[config.mk]
export PLATFORM = sky130hd
export DESIGN_NAME = mpc_ram
export DESIGN_NICKNAME = d
export VERILOG_FILES = /design/src/design/mpc_ram.sv
export SDC_FILE = /design/constraint.sdc
export NUM_CORES = 1
export LEC_CHECK = 0
export BUFFER_PORTS_ARGS = -buffer_cell sky130_fd_sc_hd__buf_2
export CORE_ASPECT_RATIO = 0.9
export CORE_UTILIZATION = 45
export CTS_CLUSTER_SIZE = 28
export DETAILED_ROUTE_END_ITERATION = 16
export MAX_ROUTING_LAYER = met4
export SKIP_LAST_GASP = 1
export SYNTH_ARGS = -nofsm -noshare
export SYNTH_HDL_FRONTEND = slang
export SYNTH_SLANG_ARGS = --single-unit
[constraint.sdc]
create_clock -name i_clk -period 1.9 [get_ports i_clk]
set_input_delay 0.19 -clock i_clk [delete_from_list [all_inputs] [get_ports i_clk]]
set_output_delay 0.19 -clock i_clk [all_outputs]
set_load 0.02 [all_outputs]
[src/design/mpc_ram.sv]
module mpc_ram #(
    parameter int unsigned WIDTH = 8,
    parameter int unsigned DEPTH = 16
) (
    input  logic                     i_clk,
    input  logic                     i_we,
    input  logic [$clog2(DEPTH)-1:0] i_waddr,
    input  logic [WIDTH-1:0]         i_wdata,
    input  logic                     i_re,
    input  logic [$clog2(DEPTH)-1:0] i_raddr,
    output logic [WIDTH-1:0]         o_rdata
);

    logic [WIDTH-1:0] r_mem [DEPTH];
    logic [WIDTH-1:0] r_rdata;

    always_ff @(posedge i_clk) begin
        if (i_we) begin
            r_mem[i_waddr] <= i_wdata;
        end
        // hold read data until the next read
        if (i_re) begin
            r_rdata <= r_mem[i_raddr];
        end
    end

    assign o_rdata = r_rdata;

endmodule

Yosys cells after proc, flatten, opt, wreduce, memory -nomap -nowiden
Memories as Yosys holds them, arrays and structs flattened. A register that Yosys moved wholly into a read port is not among the register bits.
Index checks and enable logic that the tools add are counted.

storage, ports and cells
  flip-flop bits (word level) = 0
  RAM bits = 128
  output and inout port bits = 8
  logic and storage cells = 3
  memories kept = 1

memory list
  memory  words  width  rd ports  clocked after memory_dff  wr ports  line  source
  r_mem   16     8      1         1                         1         14    logic [WIDTH-1:0] r_mem [DEPTH];

operators by class
  multiplexer cells = 2

operators with widths
  cell               number
  1-bit two-way mux  2

Logic depth before layout (Yosys ltp)
Gate-level depths: netlist (run 1).

  word-level depth = 2
  mapped depth = 5
  mapped depth without buffers = 3

Worst setup path before layout (run 1)
No wires, ideal clock.

  path kind = input to register
  start = input i_waddr[2]
  end = memory r_mem[0][0], enable pin
  setup time = 0.383 ns
  arrival = 1.300 ns
  data required time = 1.517 ns
  slack = 0.217 ns
  stages = 2
  buffers on the path = 0
  cell sequence = or3b_2 > nor3_1

RTL lines
  element             line  source
  start: declaration  7     input logic [$clog2(DEPTH)-1:0] i_waddr,
  end: declaration    14

No word-level cell before the write port.

==> impl_metrics.toml, run 1 <==
[run_status]
outcome = "finished clean"

[floorplanning]
core.rowCount = 36
die-width_um = 116
floorplan.die_area_um2 = 12100
area_of_the_core_region_um2 = 11100
boundaryPins = 27
initial_core_util_pct = 47.2
die_height_um = 104

[power]
power-per-cell-area_nw_per_um2 = 1160
total_power_w = 0.00734
p_leak_nw = 2.14
worst_ir_drop_vdd_mv = 0.681

[clock_tree]
post_cts_resized = 0
htree_num_levels = 4
cts_sinks = 136
cts.hold.buffers_added = 0
root_buffer = "sky130_fd_sc_hd__clkbuf_16"
cts.repair_timing.setup_buffer_count = 0
clockBufferDepth = 2
cts_tree = "built"
cts.reportedPaths.clkPinSlew_ns = 0.06
clkLatencyLatePin_ns = 0.41
cts_made_buffers = 17

[placement]
dpl.cell_count = 418
global_placement_routability_congestion = 0.722
port_buffers = 26
detailedPlacementHpwl_mm = 6.18

[yosys]
ys_seq_elements = 136
synthesized_area_fraction_occupied_by_ao_oa_aoi_and_oai_cells_pct = 2.30
dominant_combinational_cell_family_by_area_after_synthesis = "multiplexers"
synth_enable_flop_cells = 136
post_synth_and_or_nand_nor_area_fraction_pct = 3.14
netlist-cell-type-count = 18
mean_post_synth_cell_area_um2 = 22.8
synth_adder_area_share_pct = 0
synthesis.nets = 248
yosysWarningCount = 0
synth.top_cells.by_area = "sky130_fd_sc_hd__edfxtp_1 78%, sky130_fd_sc_hd__mux4_2 7.8%, sky130_fd_sc_hd__mux4_1 7.0%, sky130_fd_sc_hd__a22oi_1 2.3%, sky130_fd_sc_hd__nor2_1 0.93%"
synth_top_area_share_pct = 78.1
share_of_cell_area_taken_by_muxes_after_synthesis_pct = 14.8
postSynthCellCount = 229
async_reset_ff_share_pct = 0
netlist_top_cells_count = "136 x sky130_fd_sc_hd__edfxtp_1, 18 x sky130_fd_sc_hd__mux4_2, 16 x sky130_fd_sc_hd__a22oi_1, 14 x sky130_fd_sc_hd__mux4_1, 13 x sky130_fd_sc_hd__nor2_1"
synth_area_leader_cell = "sky130_fd_sc_hd__edfxtp_1"
synth-main-ff-cell = "sky130_fd_sc_hd__edfxtp_1"
synth_area_um2 = 5230
proportion_of_synthesized_chip_area_in_sequential_cells_pct = 78.1
synthXorXnorAreaFrac_pct = 0
post-synth-top-count-cell = "sky130_fd_sc_hd__edfxtp_1"

[timing]
setup_tns_ns = 0
setup_repair_after_global_routing_missed_its_margin = "false"
largest_clock_skew_in_the_final_design_ns = 0.00799
max_freq_ghz = 0.664
max_slew_margin_pct = 69.9
period_needed_ns = 1.51
fin_crit_sh_pct = 79.3
timing_hold_violations_final = 0
slew_viol_final = 0
worst_pin_slew_ns = 0.451
finalSetupViolCount = 0

[cells_and_area]
layoutNonFillerInstCount = 450
drive_above_1_share_pct = 31.9
nets = 304
sequential_cell_area_um2 = 4080
multi_input_area_um2 = 1060
syn2layout_area_growth_pct = 20.8
fillers = 834
antennaDiodeCount = 0

[critical_path]
timing.reg2reg.worst_path_depth = 3
cp.arrival_ns = 1.64
critical_path_class = "flop to flop"
critical_path_peak_fanout = 1
timing.critical_path.to_type = "flop"
worst_setup_path_start_kind = "flop"
required_ns = 2.04

[min_path]
hold-path-cell-count = 1
hold_class = "input port to flop"

[global_routing]
grt_first_pass_wirelength_mm = 15.5
gr-total-overflow = 0
pin_count_of_the_biggest_net_entering_global_routing = 33
vias_in_the_first_global_route = 2550
global_route.usage.total_pct = 19.6
antenna_violations_before_repair = 0

[detailed_routing]
finalWirelength_mm = 10.1
drt_drc_violations_left = 0
detail_route.vias_per_cell = 5.48
drt_pass1_iterations = 4
route.detailed.wl_per_inst_um = 22.4
drt_first_iter_violations = 181
via_count = 2464
drtAntennaViolNets = 0

[job]
drv.max_cap_violation_count = 0
[power breakdown]
| part | internal, W | total, W | switching [W] |
|---|---|---|---|
| Combinational | 0.000138 | 0.000328 | 0.000190 |
| Clock | 0.00244 | 0.00362 | 0.00118 |
| Sequential | 0.00338 | 0.00340 | 0.0000181 |
[stage by stage]
stage / util (%) / setup slack (ns) / hold slack, ns / instance area, µm²
after floorplan: - / 0.217 / 0.289 / 5230
final: 57.0 / 0.393 / 0.159 / 6310
after global placement: 51.1 / 0.103 / 0.579 / 5660
after global routing: 57.0 / 0.317 / 0.150 / 6310
after detailed placement: 51.1 / 0.110 / 0.579 / 5660
after CTS: 57.0 / 0.384 / 0.149 / 6310
[path summary, 6_finish.rpt]
check | from | slack, ns | to
max reg2reg | r_mem[3][6] | 0.39 | o_rdata[6]
max | r_mem[3][6] | 0.39 | o_rdata[6]
min | i_re | 0.16 | o_rdata[3]
min reg2reg | r_mem[8][2] | 0.75 | o_rdata[2]
[cells in the final DEF, fill, tap and decap left out, types with 4 or more instances in the layout]
cell type	n
sky130_fd_sc_hd__nand2_1	9
sky130_fd_sc_hd__bufinv_16	6
sky130_fd_sc_hd__mux4_2	18
sky130_fd_sc_hd__edfxtp_1	136
sky130_fd_sc_hd__a22oi_1	16
sky130_fd_sc_hd__clkinvlp_4	4
sky130_fd_sc_hd__buf_2	26
sky130_fd_sc_hd__mux4_1	14
sky130_fd_sc_hd__nor3_1	4
sky130_fd_sc_hd__buf_4	18
sky130_fd_sc_hd__nor2_1	13
sky130_fd_sc_hd__clkbuf_16	17
[state kept, by name, summed over array words and instances (netlist names)]
| name | cells |
|---|---|
| o_rdata | 8 |
| r_mem | 128 |
[cell type report]
class                      count  area share (%)
timing repair buffer          47            5.15
clock buffer                  17            6.74
sequential                   136            64.7
multi-input combinational     83            16.7
tap                          152            3.01
clock inverter                15            3.67
[metal layers]
layer | GRT usage, % | part of all wire [%] | up-vias
met5 | - | 0 | -
met4 | 7.69 | 1.1 | 0
met3 | 6.00 | 6.3 | 12
met2 | 27.5 | 47 | 76
met1 | 27.0 | 45 | 1284
li1 | - | - | 1092
[worst max-delay path, cell delays in order (launching register included)]
cell and delay, ns:
sky130_fd_sc_hd__edfxtp_1 0.37, sky130_fd_sc_hd__mux4_2 0.48, sky130_fd_sc_hd__a22oi_1 0.23, sky130_fd_sc_hd__nand2_1 0.15
[cell families after synthesis]
kind of cell	count (synthesis)
simple gates	35
compound gates	16
flops	136
buf+inv	10
mux	32
No activity file was read; power rests on OpenSTA's default activity.
==> inputs of run 2 (changes only) <==
==> constraint.sdc (replaced) <==
create_clock -name i_clk -period 1.4 [get_ports i_clk]
set_input_delay 0.14 -clock i_clk [delete_from_list [all_inputs] [get_ports i_clk]]
set_output_delay 0.14 -clock i_clk [all_outputs]
set_load 0.02 [all_outputs]
==> impl_metrics.toml, run 2 (synthesis results as in run 1) <==
[run_status]
outcome = "finished, violations left"
violated_checks = "setup timing"

[critical_path]
cp.arrival_ns = 1.60
critical_path_peak_fanout = 1
cp_cell_sequence = "mux4_2, a22oi_2, nand2_1"
worst_setup_path_start_kind = "flop"
timing.reg2reg.worst_path_depth = 3
required_ns = 1.56
worst_path_largest_cell_delay_ns = 0.50
critical_path_class = "flop to flop"
timing.critical_path.to_type = "flop"
slowest_stage = "sky130_fd_sc_hd__mux4_2"

[clock_tree]
clockBufferDepth = 2
cts_sinks = 136
cts.reportedPaths.clkPinSlew_ns = 0.06
htree_num_levels = 4
cts_made_buffers = 17
cts_tree = "built"
clkLatencyLatePin_ns = 0.42
cts.hold.buffers_added = 0
root_buffer = "sky130_fd_sc_hd__clkbuf_16"

[detailed_routing]
drtAntennaViolNets = 0
detail_route.vias_per_cell = 5.40
route.detailed.wl_per_inst_um = 21.9
drt_drc_violations_left = 0
drt_pass1_iterations = 4
finalWirelength_mm = 10.1
via_count = 2493
drt_first_iter_violations = 199

[power]
power-per-cell-area_nw_per_um2 = 1470
worst_ir_drop_vdd_mv = 0.801
p_leak_nw = 2.13
total_power_w = 0.00931

[timing]
worst_pin_slew_ns = 0.929
setup_tns_ns = -0.0422
timing_hold_violations_final = 0
fin_crit_sh_pct = 103
finalSetupViolCount = 2
setup_ws_ns = -0.0410
largest_clock_skew_in_the_final_design_ns = 0.00493
setup_repair_after_global_routing_missed_its_margin = "true"
slew_viol_final = 0
max_slew_margin_pct = 38.0
max_freq_ghz = 0.694
period_needed_ns = 1.44

[job]
drv.max_cap_violation_count = 0

[floorplanning]
die_height_um = 104
boundaryPins = 27
area_of_the_core_region_um2 = 11100
floorplan.die_area_um2 = 12100
initial_core_util_pct = 47.2
core.rowCount = 36
die-width_um = 116

[global_routing]
vias_in_the_first_global_route = 2558
grt_first_pass_wirelength_mm = 15.5
pin_count_of_the_biggest_net_entering_global_routing = 17
antenna_violations_before_repair = 0
gr-total-overflow = 0
global_route.usage.total_pct = 19.4

[cells_and_area]
registers.top_by_ff_count = "r_mem"
nets = 316
antennaDiodeCount = 0
mostFrequentLayoutCells = "136 x sky130_fd_sc_hd__edfxtp_1, 29 x sky130_fd_sc_hd__mux4_2, 29 x sky130_fd_sc_hd__buf_4, 26 x sky130_fd_sc_hd__buf_2, 17 x sky130_fd_sc_hd__clkbuf_16"
layout_commonest_cell = "sky130_fd_sc_hd__edfxtp_1"
drive_above_1_share_pct = 41.6
syn2layout_area_growth_pct = 21.1
largest_register_ff_count = 128

[min_path]
hold-path-cell-count = 1
hold_class = "input port to flop"

[placement]
port_buffers = 26
detailedPlacementHpwl_mm = 6.54
global_placement_routability_congestion = 0.713
-- run 2: cell types whose count changed in the layout (fill, tap and decap cells not counted), sizes merged --
cell	change
bufinv	-4
clkbuf	+1
buf	+12
clkinvlp	-1
clkinv	+4
-- run 2: worst paths after layout --
path                              endpoint         start  slack [ns]
worst max-delay path            o_rdata[0]   r_mem[7][0]       -0.04
worst max register to register  o_rdata[0]   r_mem[7][0]       -0.04
worst min-delay path            o_rdata[2]          i_re        0.11
worst min register to register  o_rdata[3]  r_mem[14][3]        0.75
-- run 2: metal layers --
layer,track usage (%),part of all wire [%],vias up
met2,26.9,47,82
met5,-,0,-
li1,-,-,1108
met4,7.97,1.3,0
met1,27.5,47,1292
met3,4.90,5.0,11
-- run 2: report_power, final --
group          leakage (nW)  switching [W]  internal, W
registers              1.24      0.0000270      0.00459
logic                 0.621       0.000277     0.000218
clock network         0.273        0.00160      0.00259
total                  2.13        0.00191      0.00740
-- run 2: what timing repair did --
action | CTS | global route
pin swaps | 5 | 2
endpoints found under the setup margin | 6 | 7
setup buffers | 0 | 0
resized for setup | 16 | 4
-- run 2: through the flow --
step / hold slack, ns / instances / setup slack, ns / instance area (µm²) / utilization, %
after floorplan: 0.239 / 229 / -0.0160 / 5240 / -
after global placement: 0.531 / 430 / -0.374 / 5760 / 52.0
after CTS: 0.0980 / 462 / -0.0152 / 6320 / 57.0
after global routing: 0.0982 / 462 / -0.0792 / 6330 / 57.1
final: 0.108 / 462 / -0.0410 / 6330 / 57.1
after detailed placement: 0.528 / 430 / -0.357 / 5760 / 52.0
-- run 2: layout make-up --
type | count | area (µm²)
fillers | 852 | 4750
repair buffers | 59 | 428
clock inverters | 14 | 134
well taps | 152 | 190
flip-flops and latches | 136 | 4080
clock buffers | 18 | 429
multi-input cells | 83 | 1070
-- run 2: worst max-delay path, delay by kind of cell, from the launching register on --
family           cells  cell delay (ns)
multiplexers         1             0.50
flip-flops           1             0.36
AO/OA/AOI/OAI        1             0.23
AND/OR/NAND/NOR      1             0.09
